$ cat config.mk
export PLATFORM = sky130hd
export DESIGN_NAME = rdir_outq
export DESIGN_NICKNAME = d
export VERILOG_FILES = /design/src/rdir_pkg.sv /design/src/rdir_outq.sv
export SDC_FILE = /design/constraint.sdc
export NUM_CORES = 1
export LEC_CHECK = 0
export BUFFER_PORTS_ARGS = -buffer_cell sky130_fd_sc_hd__buf_2
export CAP_MARGIN = 20
export CORE_MARGIN = 2
export CORE_UTILIZATION = 51
export DETAILED_ROUTE_END_ITERATION = 6
export PLACE_DENSITY = 0.79
export SETUP_SLACK_MARGIN = 0.3
export SYNTH_ARGS = -nofsm -noshare
export SYNTH_HDL_FRONTEND = slang
export SYNTH_SLANG_ARGS = --single-unit
export TNS_END_PERCENT = 100
$ cat constraint.sdc
create_clock -name clock -period 4.5 [get_ports clock]
set_input_delay 0.45 -clock clock [delete_from_list [all_inputs] [get_ports clock]]
set_output_delay 0.45 -clock clock [all_outputs]
set_load 0.01 [all_outputs]
$ cat src/rdir_pkg.sv
//------------------------------------------------------------------------------
// Refraction direction package
// Number formats, payload types and rounding helpers for the refraction
// direction pipeline.
//------------------------------------------------------------------------------
package rdir_pkg;

   // Component and ratio formats.
   localparam int COMP_WIDTH  = 16;
   localparam int FRAC_BITS   = 14;
   localparam int RATIO_WIDTH = 16;
   localparam int RATIO_FRAC  = 13;

   // Normalisation: the largest magnitude is shifted up to this bit.
   localparam int NRM_W   = 32;
   localparam int NRM_TOP = NRM_W - 2;
   localparam int SH_W    = $clog2(NRM_W);
   localparam int SUM_W   = 2 * NRM_W;
   localparam int LEN_W   = SUM_W / 2;

   // Division and unit vector.
   localparam int NUM_W = NRM_W + FRAC_BITS + 1;
   localparam int Q_W   = FRAC_BITS + 1;
   localparam int U_W   = FRAC_BITS + 2;

   // Intermediate widths.
   localparam int PRD_W = U_W + COMP_WIDTH;
   localparam int NC_W  = 2 * COMP_WIDTH;
   localparam int QV_W  = FRAC_BITS + 4;
   localparam int RR_W  = 2 * RATIO_WIDTH;
   localparam int RT_W  = RR_W + QV_W + 1;
   localparam int DS_W  = 2 * FRAC_BITS + 10;
   localparam int S_W   = DS_W / 2;
   localparam int A_LIM = 46;
   localparam int A_W   = A_LIM + 2;
   localparam int T1_W  = A_W + RATIO_WIDTH + 1;
   localparam int T2_W  = COMP_WIDTH + S_W + 1;
   localparam int WIDE_W = 96;

   typedef logic signed [COMP_WIDTH-1:0] comp_type;
   typedef logic        [RATIO_WIDTH-1:0] ratio_type;
   typedef logic signed [U_W-1:0]        uvec_type;
   typedef logic signed [PRD_W-1:0]      prod_type;
   typedef logic signed [NC_W-1:0]       nc_type;
   typedef logic signed [A_W-1:0]        avec_type;
   typedef logic signed [T1_W-1:0]       t1_type;
   typedef logic signed [T2_W-1:0]       t2_type;
   typedef logic signed [WIDE_W-1:0]     wide_type;

   typedef struct packed {
      comp_type  view_x;
      comp_type  view_y;
      comp_type  view_z;
      comp_type  normal_x;
      comp_type  normal_y;
      comp_type  normal_z;
      ratio_type index_ratio;
   } req_type;

   typedef struct packed {
      comp_type out_x;
      comp_type out_y;
      comp_type out_z;
      logic     refracted;
   } rsp_type;

   // Side data carried alongside the length square root.
   typedef struct packed {
      logic [2:0]            neg;
      comp_type [2:0]        normal;
      ratio_type             ratio;
      logic [2:0][NRM_W-1:0] nmag;
      logic                  nonzero;
   } front_sb_type;

   // Side data carried alongside the divider.
   typedef struct packed {
      logic [2:0]     neg;
      comp_type [2:0] normal;
      ratio_type      ratio;
      logic           nonzero;
   } div_sb_type;

   // Side data carried alongside the second square root.
   typedef struct packed {
      avec_type [2:0] a;
      comp_type [2:0] normal;
      ratio_type      ratio;
      logic           good;
   } back_sb_type;

   // Divide by 2^k, rounding half away from zero.
   function automatic wide_type round_shr(wide_type x, int unsigned k);
      wide_type half;
      wide_type adj;
      half = wide_type'(1) <<< (k - 1);
      adj  = wide_type'(x < 0);
      return (x + half - adj) >>> k;
   endfunction

   function automatic wide_type clamp_wide(wide_type x, wide_type lo, wide_type hi);
      wide_type y;
      y = x;
      if (x < lo) begin
         y = lo;
      end else if (x > hi) begin
         y = hi;
      end
      return y;
   endfunction

   // Saturate to the signed component range.
   function automatic comp_type sat_comp(wide_type x);
      wide_type hi;
      wide_type lo;
      hi = (wide_type'(1) <<< (COMP_WIDTH - 1)) - wide_type'(1);
      lo = -hi - wide_type'(1);
      return comp_type'(clamp_wide(x, lo, hi));
   endfunction

endpackage

$ cat src/rdir_outq.sv
//------------------------------------------------------------------------------
// Result buffer
// Two-entry output buffer: the head drives the response port and a skid
// entry lets the pipeline keep moving while a result waits.
//------------------------------------------------------------------------------
module rdir_outq
   import rdir_pkg::*;
(
   input  logic    clock,
   input  logic    reset,
   input  logic    push,
   input  rsp_type push_data,
   input  logic    rsp_stall,
   output logic    rsp_valid,
   output rsp_type rsp_data,
   output logic    space
);

   logic    head_v_ff, head_v_in;
   logic    skid_v_ff, skid_v_in;
   rsp_type head_ff, head_in;
   rsp_type skid_ff, skid_in;
   logic    pop;

   assign pop = head_v_ff && !rsp_stall;

   always_comb begin
      head_v_in = head_v_ff;
      skid_v_in = skid_v_ff;
      head_in   = head_ff;
      skid_in   = skid_ff;
      if (pop) begin
         if (skid_v_ff) begin
            head_in   = skid_ff;
            head_v_in = 1'b1;
            skid_v_in = push;
            skid_in   = push_data;
         end else begin
            head_v_in = push;
            head_in   = push_data;
         end
      end else if (push) begin
         if (!head_v_ff) begin
            head_v_in = 1'b1;
            head_in   = push_data;
         end else begin
            skid_v_in = 1'b1;
            skid_in   = push_data;
         end
      end
   end

   always_ff @(posedge clock) begin
      if (reset) begin
         head_v_ff <= 1'b0;
         skid_v_ff <= 1'b0;
      end else begin
         head_v_ff <= head_v_in;
         skid_v_ff <= skid_v_in;
      end
   end

   always_ff @(posedge clock) begin
      head_ff <= head_in;
      skid_ff <= skid_in;
   end

   assign rsp_valid = head_v_ff;
   assign rsp_data  = head_ff;
   assign space     = !skid_v_ff || !rsp_stall;

endmodule

==> results.md <==
- Outcome: completed
- Min cycle time layout: 2.07 ns
- Most common cell in the netlist: edfxtp_1
- Post-synthesis register bit count: 100
- Most used DFF post-synth: edfxtp_1
- Worst VDD drop: 0.162 mV
- Final WS setup: 2.43 ns
- Synth unique cells: 15
- Max Root-Sink Buffers: 2
- Routed len/inst: 16.0 microns
- # DRC: 0
- Clock Latency Late Sink: 0.37 ns
- CTS clock-pin slew for the worst setup and hold paths: 0.11 ns
- Die area: 0.00796 sq mm
- Worst Path Class, Setup: reg2reg
- Cell area after layout: 0.00454 sq mm
- Chip width: 89.2 microns
- GR Layer Usage met3: 4.62%
- Layout cells sized above 1: 61.1%
- Post-Syn Nets: 220
- Worst hold path type: in2reg
- Grt met1 use: 21.7%
- Mean Syn Cell Area: 22.2 sq um
- Arrival @ worst endpoint: 2.12 ns
- Unrepaired setup endpoints after global routing: no
- Die Y: 89.2 microns
- Port Buf Inserts: 103
- Postcts setup bufs: 0
- Core area: 0.00714 sq mm
- Row Count: 31
- Met2 usage: 23.0%
- Overflow after GRT: 0
- Antenna violations before repair: 0
- Lkg Pwr: 1.78 nW
- Crit path max fanout: 29
- Ys async rst share: 0%
- Vias: 1869
- Fmax: 0.483 GHz
- First-pass GRT wire length: 8.89 mm
- Largest area contributor in the netlist: edfxtp_1
- # clock sinks: 100
- Fin crit share: 46.0%
- Grt peak-use layer: met2
- DRT Wirelength: 6.10 mm
- Max-Cap Viols: 0
- Worst Clk Skew: 0.0173 ns
- Cts hold-fix bufs: 0
- Starting density of the core: 51.9%
- Post-route setup TNS: 0 ns
- Area grow syn2layout: 22.6%
- Worst EP required: 4.55 ns
- Post-synthesis sequential area ratio: 80.5%
- DP Worst Slack: 2.24 ns
- Setup Viol. Count Final: 0
- Power per cell area: 395 mW/mm^2
- CTS tree: done
- Post-Syn Instances: 167
- EDFF count, synth: 98
- Final Wtd Congestion: 0.705
- Vias in the first global route: 1797
- Post-DP Area: 0.00434 sq mm
- Number of CTS-inserted buffers: 9
- Tot GR Track Use: 15.6%
- Clock root buffer: clkbuf_8
- Yosys warns: 0
- Top cells by area, synth: edfxtp_1, mux2_2, mux2_4
- Final antenna-violating net count: 0
- Fin nets: 331
- Worst slew pin tran: 0.837 ns
- # diodes: 0
- Post-synth top cells: edfxtp_1, mux2_2, mux2_4
- Relative max-transition margin: 44.1%
- Mapped Area: 0.00370 sq mm
- CP Launch Type: flip-flop
- Final hold viol count: 0
- Top Ports: 104
- H-tree levels: 3
- First-pass DRT Iterations: 4
- Average vias per placed instance: 4.89
- Fin util: 63.6%
- Top cell type's share of synthesized area: 79.5%
- # fillers: 536
- Crit end category: flip-flop
- Post-CTS sizing: 0
- 1st-iter DRT viols: 125
- Largest net degree at the start of global routing: 50
- Max Slew Vio Count: 0
- Hpwl dp: 4.04 mm
==> report_power, final <==
| group | internal, mW | leakage (nW) | switching, mW | total [mW] |
|---|---|---|---|---|
| Clock | 0.220 | 0.102 | 0.331 | 0.551 |
| Combinational | 0.0682 | 0.734 | 0.0784 | 0.147 |
| Sequential | 1.08 | 0.943 | 0.0143 | 1.10 |
| Total | 1.37 | 1.78 | 0.424 | 1.80 |
==> placed cells by master (no fill, tap or decap), types with 2 or more instances in the layout <==
cell / instances
a21oi_1: 2
buf_2: 103
buf_4: 2
clkbuf_8: 9
clkinv_4: 3
dfxtp_1: 2
edfxtp_1: 98
inv_1: 2
inv_8: 3
mux2_2: 39
mux2_4: 10
==> layer usage <==
metal  vias up  wire (microns)
li1        880               -
met5         -               0
met3        13             378
met2        73            2800
met4         0             138
met1       903            2790
==> critical path: stages (launching register included) <==
cell	delay, ns
dfxtp_1	0.48
mux2i_1	0.17
nor2b_4	0.68
buf_4	0.41
==> final timing paths <==
path	cells after the start	slack (ns)	end	from
worst min-delay path	1	0.26	skid_ff[35]$_DFFE_PP_	push_data[35]
worst max register to register	3	2.43	skid_ff[13]$_DFFE_PP_	skid_v_ff$_SDFFE_PP0P_
worst min register to register	1	0.55	rsp_data[5]$_DFFE_PP_	skid_ff[5]$_DFFE_PP_
worst max-delay path	3	2.43	skid_ff[13]$_DFFE_PP_	skid_v_ff$_SDFFE_PP0P_
==> registers in the layout (all words and copies together) (netlist names) <==
| signal | count |
|---|---|
| skid_v_ff | 1 |
| skid_ff | 49 |
| rsp_data | 49 |
| rsp_valid | 1 |
==> cell type report <==
type	count	area, sq um	share of cell area, %
multi-input cells	60	696	15.3
well taps	99	124	2.73
inverters	2	7.51	0.165
flip-flops and latches	100	2980	65.7
repair buffers	105	531	11.7
clock buffers	9	124	2.73
clock inverters	7	76.3	1.68
==> kinds of logic after synthesis <==
group	Yosys count	share of synthesized area (%)
muxes	51	16.5
and+or+nand+nor	5	1.15
buffers and inverters	7	1.22
AOI/OAI and AO/OA	4	0.642
DFF	100	80.5
==> through the flow <==
step / hold slack (ns) / power, mW / cells
global route: 0.237 / 1.86 / 382
CTS: 0.245 / 1.81 / 382
detailed placement: 0.534 / 1.27 / 366
finish: 0.259 / 1.80 / 382
global placement: 0.529 / 1.26 / 366
floorplan: 0.519 / 1.19 / 167
Note: power is estimated with default switching activity, not from simulation.
