--- src/rdir_pkg.sv ---
//------------------------------------------------------------------------------
// Refraction direction package
// Number formats, payload types and rounding helpers for the refraction
// direction pipeline.
//------------------------------------------------------------------------------
package rdir_pkg;

   // Component and ratio formats.
   localparam int COMP_WIDTH  = 16;
   localparam int FRAC_BITS   = 14;
   localparam int RATIO_WIDTH = 16;
   localparam int RATIO_FRAC  = 13;

   // Normalisation: the largest magnitude is shifted up to this bit.
   localparam int NRM_W   = 32;
   localparam int NRM_TOP = NRM_W - 2;
   localparam int SH_W    = $clog2(NRM_W);
   localparam int SUM_W   = 2 * NRM_W;
   localparam int LEN_W   = SUM_W / 2;

   // Division and unit vector.
   localparam int NUM_W = NRM_W + FRAC_BITS + 1;
   localparam int Q_W   = FRAC_BITS + 1;
   localparam int U_W   = FRAC_BITS + 2;

   // Intermediate widths.
   localparam int PRD_W = U_W + COMP_WIDTH;
   localparam int NC_W  = 2 * COMP_WIDTH;
   localparam int QV_W  = FRAC_BITS + 4;
   localparam int RR_W  = 2 * RATIO_WIDTH;
   localparam int RT_W  = RR_W + QV_W + 1;
   localparam int DS_W  = 2 * FRAC_BITS + 10;
   localparam int S_W   = DS_W / 2;
   localparam int A_LIM = 46;
   localparam int A_W   = A_LIM + 2;
   localparam int T1_W  = A_W + RATIO_WIDTH + 1;
   localparam int T2_W  = COMP_WIDTH + S_W + 1;
   localparam int WIDE_W = 96;

   typedef logic signed [COMP_WIDTH-1:0] comp_type;
   typedef logic        [RATIO_WIDTH-1:0] ratio_type;
   typedef logic signed [U_W-1:0]        uvec_type;
   typedef logic signed [PRD_W-1:0]      prod_type;
   typedef logic signed [NC_W-1:0]       nc_type;
   typedef logic signed [A_W-1:0]        avec_type;
   typedef logic signed [T1_W-1:0]       t1_type;
   typedef logic signed [T2_W-1:0]       t2_type;
   typedef logic signed [WIDE_W-1:0]     wide_type;

   typedef struct packed {
      comp_type  view_x;
      comp_type  view_y;
      comp_type  view_z;
      comp_type  normal_x;
      comp_type  normal_y;
      comp_type  normal_z;
      ratio_type index_ratio;
   } req_type;

   typedef struct packed {
      comp_type out_x;
      comp_type out_y;
      comp_type out_z;
      logic     refracted;
   } rsp_type;

   // Side data carried alongside the length square root.
   typedef struct packed {
      logic [2:0]            neg;
      comp_type [2:0]        normal;
      ratio_type             ratio;
      logic [2:0][NRM_W-1:0] nmag;
      logic                  nonzero;
   } front_sb_type;

   // Side data carried alongside the divider.
   typedef struct packed {
      logic [2:0]     neg;
      comp_type [2:0] normal;
      ratio_type      ratio;
      logic           nonzero;
   } div_sb_type;

   // Side data carried alongside the second square root.
   typedef struct packed {
      avec_type [2:0] a;
      comp_type [2:0] normal;
      ratio_type      ratio;
      logic           good;
   } back_sb_type;

   // Divide by 2^k, rounding half away from zero.
   function automatic wide_type round_shr(wide_type x, int unsigned k);
      wide_type half;
      wide_type adj;
      half = wide_type'(1) <<< (k - 1);
      adj  = wide_type'(x < 0);
      return (x + half - adj) >>> k;
   endfunction

   function automatic wide_type clamp_wide(wide_type x, wide_type lo, wide_type hi);
      wide_type y;
      y = x;
      if (x < lo) begin
         y = lo;
      end else if (x > hi) begin
         y = hi;
      end
      return y;
   endfunction

   // Saturate to the signed component range.
   function automatic comp_type sat_comp(wide_type x);
      wide_type hi;
      wide_type lo;
      hi = (wide_type'(1) <<< (COMP_WIDTH - 1)) - wide_type'(1);
      lo = -hi - wide_type'(1);
      return comp_type'(clamp_wide(x, lo, hi));
   endfunction

endpackage

--- src/rdir_isqrt.sv ---
//------------------------------------------------------------------------------
// Pipelined integer square root
// One result bit per stage; side data travels with each operand.
//------------------------------------------------------------------------------
module rdir_isqrt
   import rdir_pkg::*;
#(
   parameter int IN_W = 64,
   parameter int SB_W = 1
) (
   input  logic                clock,
   input  logic                reset,
   input  logic                en,
   input  logic                in_valid,
   input  logic [IN_W-1:0]     radicand,
   input  logic [SB_W-1:0]     in_sb,
   output logic                out_valid,
   output logic [IN_W/2-1:0]   root,
   output logic [SB_W-1:0]     out_sb
);

   localparam int STEPS = IN_W / 2;

   logic [IN_W-1:0] x_ff   [STEPS];
   logic [IN_W-1:0] r_ff   [STEPS];
   logic            vld_ff [STEPS];
   logic [SB_W-1:0] sb_ff  [STEPS];

   for (genvar g = 0; g < STEPS; g++) begin : g_step
      localparam logic [IN_W-1:0] STEP_BIT = IN_W'(1) << (IN_W - 2 - 2 * g);
      logic [IN_W-1:0] x_src;
      logic [IN_W-1:0] r_src;
      logic [IN_W-1:0] trial;
      logic            v_src;
      logic [SB_W-1:0] sb_src;

      if (g == 0) begin : g_first
         assign x_src  = radicand;
         assign r_src  = '0;
         assign v_src  = in_valid;
         assign sb_src = in_sb;
      end else begin : g_next
         assign x_src  = x_ff[g-1];
         assign r_src  = r_ff[g-1];
         assign v_src  = vld_ff[g-1];
         assign sb_src = sb_ff[g-1];
      end

      assign trial = r_src + STEP_BIT;

      always_ff @(posedge clock) begin
         if (en) begin
            if (x_src >= trial) begin
               x_ff[g] <= x_src - trial;
               r_ff[g] <= (r_src >> 1) + STEP_BIT;
            end else begin
               x_ff[g] <= x_src;
               r_ff[g] <= r_src >> 1;
            end
            sb_ff[g] <= sb_src;
         end
      end

      always_ff @(posedge clock) begin
         if (reset) begin
            vld_ff[g] <= 1'b0;
         end else if (en) begin
            vld_ff[g] <= v_src;
         end
      end
   end

   assign out_valid = vld_ff[STEPS-1];
   assign root      = r_ff[STEPS-1][IN_W/2-1:0];
   assign out_sb    = sb_ff[STEPS-1];

endmodule

--- config.mk ---
export PLATFORM = sky130hd
export DESIGN_NAME = rdir_isqrt
export DESIGN_NICKNAME = d
export VERILOG_FILES = /design/src/rdir_pkg.sv /design/src/rdir_isqrt.sv
export SDC_FILE = /design/constraint.sdc
export NUM_CORES = 2
export LEC_CHECK = 0
export BUFFER_PORTS_ARGS = -buffer_cell sky130_fd_sc_hd__buf_2
export CORE_ASPECT_RATIO = 2
export CORE_MARGIN = 2
export CORE_UTILIZATION = 40
export DETAILED_ROUTE_END_ITERATION = 8
export PLACE_DENSITY = 0.64
export REMOVE_ABC_BUFFERS = 1
export SLEW_MARGIN = 5
export SYNTH_ARGS = -nofsm -noshare
export SYNTH_HDL_FRONTEND = slang
export SYNTH_MEMORY_MAX_BITS = 65536
export SYNTH_SLANG_ARGS = --single-unit
export TNS_END_PERCENT = 1
--- constraint.sdc ---
create_clock -name clock -period 4.4 [get_ports clock]
set_input_delay 0.44 -clock clock [delete_from_list [all_inputs] [get_ports clock]]
set_output_delay 0.44 -clock clock [all_outputs]
set_load 0.1 [all_outputs]
==> results.yml <==
finish:
  area_delta_synth_final_pct: 13.5
  final_common_cell: "edfxtp_1"
  num-nets-final: 11200
  layout-drive-gt1-share_pct: 9.58
  nFillCells: 27300
  multi_input_area_sq_um: 43300
  seq_area_sq_um: 77400
  final_area_sq_um: 140000
  layout_common_cells: "2576 x edfxtp_1, 801 x nand2_1, 680 x inv_1"
route:
  vias_per_cell: 5.51
  post-route-drc-count: 0
  initialDrtViolationCount: 4221
  drt_pre_antenna_iters: 8
  wl_per_cell_um: 24.8
  ant_nets: 0
  wl_um: 367000
  vias: 81600
setup_path:
  crit_path_start_kind: "flip-flop"
  timing.rr.start: "r_ff[1][351]$_DFFE_PP_"
  rrSetupSlack_ns: 0.05
  worstPathRequired_ns: 5.04
  reg2reg_depth: 12
  crit_arrival_ns: 4.99
  cp-end-kind: "flip-flop"
  path_class: "flip-flop to flip-flop"
  r2r-end: "x_ff[1][445]$_DFFE_PP_"
  path_max_fanout: 7
logic_synthesis:
  synth_area_leader_cell: "edfxtp_1"
  ys_ff_latch: 2576
  ys_async_sr_fraction_pct: 0
  yosysSeqAreaShare_pct: 62.5
  yosysWarnings: 0
  synthFlopType: "edfxtp_1"
  synth-edff-count: 2576
  synth_cells: 9965
  synth_area_per_cell_sq_um: 12.4
  yosysTopAreaCellShare_pct: 62.5
  yosysUniqueCellTypes: 98
  ys_top_cells_by_area: "edfxtp_1 63%, ha_1 5.6%, xnor2_1 3.3%"
  synthesis.area_sq_um: 124000
hold_path:
  hold_path.class: "primary input to flip-flop"
  hold_depth: 2
  hold_path_end: "x_ff[0][6]$_DFFE_PP_"
  hold_start: "radicand[6]"
clocking:
  clock_sinks: 2576
  cts_buffer_depth: 4
  cts_buffers: 236
  htree_levels: 4
  clock_tree.root_cell: "clkbuf_16"
  clkTransAtPathRegs_ns: 0.07
  cts_tree: "done"
  clk_latency_ns: 1.01
placement:
  dpl_cell_area_sq_um: 132000
  routabilityCongestion: 1.02
  post-place-ws_ns: -0.717
  hpwl_um: 289000
  io_buffer_count: 102
power:
  vdd_drop_max_mv: 0.466
  p_total_mw: 71.2
  p_leak_nw: 52.2
  p_per_area_nw_per_um2: 507
die:
  start_util_pct: 40.2
  die_area_sq_um: 314000
  ioPinCount: 103
  core_area_sq_um: 308000
  die-height_um: 791
  die_w_um: 397
  num_rows: 288
timing:
  tightest_slew_ns: 1.41
  min_period_ns: 4.36
  finalCritPeriodShare_pct: 99.0
  slew_viol_final: 0
  setup_viol: 0
  final.setup.worst_slack_ns: 0.0450
  clock_skew_ns: 0.128
  rsz0062_at_grt: "yes"
  hold_viol_final: 0
  max_freq_mhz: 230
  tns_ns: 0
  holdWs_ns: 0.149
  relSlewSlack_pct: 5.45
grt:
  grt.total_usage_pct: 23.0
  antenna_found_initial: 10
  grt_pass1_vias: 88100
  grt-ovfl-total: 0
  grt_max_degree: 220
  grt_first_pass_wirelength_um: 526000
job:
  cap_violations: 0
run_status:
  status: "finished, final reports clean"
==> cells by family after synthesis <==
logic type | Yosys count | share of synthesized area (%)
AND/OR/NAND/NOR | 3102 | 12.9
flip-flops | 2576 | 62.5
AO/OA/AOI/OAI | 1861 | 9.27
buffers and inverters | 911 | 2.78
XOR/XNOR | 891 | 6.31
adder cells (fa/ha/maj) | 558 | 5.64
multiplexers | 66 | 0.586
==> synth_stat cells, drive strengths merged (45+ instances only) <==
| master | instances |
|---|---|
| o21ai | 588 |
| xnor2 | 466 |
| a21o | 239 |
| or2 | 45 |
| nor2b | 94 |
| and3 | 54 |
| xor2 | 425 |
| ha | 558 |
| nand4 | 185 |
| mux2 | 52 |
| or4 | 59 |
| a31oi | 48 |
| or3 | 116 |
| a21oi | 523 |
| nor2 | 572 |
| inv | 681 |
| edfxtp | 2576 |
| nor4 | 382 |
| nand2b | 107 |
| clkbuf | 193 |
| nor3 | 266 |
| nand3 | 176 |
| o21bai | 49 |
| nor4b | 46 |
| and2 | 69 |
| nand2 | 801 |
| o21a | 99 |
==> what timing repair did <==
item                                    4_1_cts  5_1_grt
buffers inserted                              0        0
endpoints found under the hold margin        72        0
resized for setup                            11       11
hold buffers                                 67        0
pin swaps                                     0        2
endpoints found under the setup margin       74       35
==> registers in the layout, indices dropped and copies added (netlist names) <==
signal / flops
sb_ff: 32
r_ff: 528
vld_ff: 32
x_ff: 1984
==> area by class of cell <==
type	count	share of cell area (%)
antenna	17	0.0303
clock buffer	275	4.33
clock inverter	148	1.09
inverter	681	1.82
multi-input combinational	6478	30.8
sequential	2576	55.1
tap	4060	3.62
timing repair buffer	578	3.21
==> routing by layer <==
metal / GRT usage [%] / up-vias / share of wire, %
li1: - / 38300 / -
met1: 13.0 / 39900 / 23
met2: 49.9 / 2015 / 61
met3: 2.79 / 1253 / 2.7
met4: 26.7 / 4 / 14
met5: 0 / - / 0.0071
==> worst max path at each step <==
stage | start | endpoint | slack, ns | cells past startpoint
after floorplan | x_ff[1][597]$_DFFE_PP_ | x_ff[1][652]$_DFFE_PP_ | -1.50 | 10
after global placement | r_ff[1][297]$_DFFE_PP_ | x_ff[1][382]$_DFFE_PP_ | -0.81 | 13
after detailed placement | r_ff[1][230]$_DFFE_PP_ | x_ff[1][315]$_DFFE_PP_ | -0.72 | 13
after CTS | r_ff[1][351]$_DFFE_PP_ | x_ff[1][445]$_DFFE_PP_ | 0.02 | 12
after global routing | r_ff[1][92]$_DFFE_PP_ | x_ff[1][190]$_DFFE_PP_ | -0.05 | 14
final | r_ff[1][351]$_DFFE_PP_ | x_ff[1][445]$_DFFE_PP_ | 0.05 | 12
==> metrics by stage <==
stage / utilization [%] / cells
after CTS: 45.6 / 14800
after detailed placement: 42.9 / 14300
final: 45.6 / 14800
after floorplan: - / 9735
after global placement: 42.9 / 14300
after global routing: 45.6 / 14800
==> power breakdown <==
group          total (mW)  internal, mW  switching (mW)
sequential           33.4          31.1            2.34
clock                20.7          11.4            9.28
combinational        17.1          6.57            10.5
==> critical path: stages (launching register included) <==
cell,delay [ns]
edfxtp_1,0.38
inv_1,0.06
ha_1,0.38
nand2_1,0.17
or4_1,0.73
nor3_2,0.69
o31ai_1,0.14
buf_4,0.20
o2111ai_2,0.11
nand3_1,0.15
or3_1,0.56
or3_1,0.38
xnor2_1,0.13
Power figures use the tool's default switching activity.
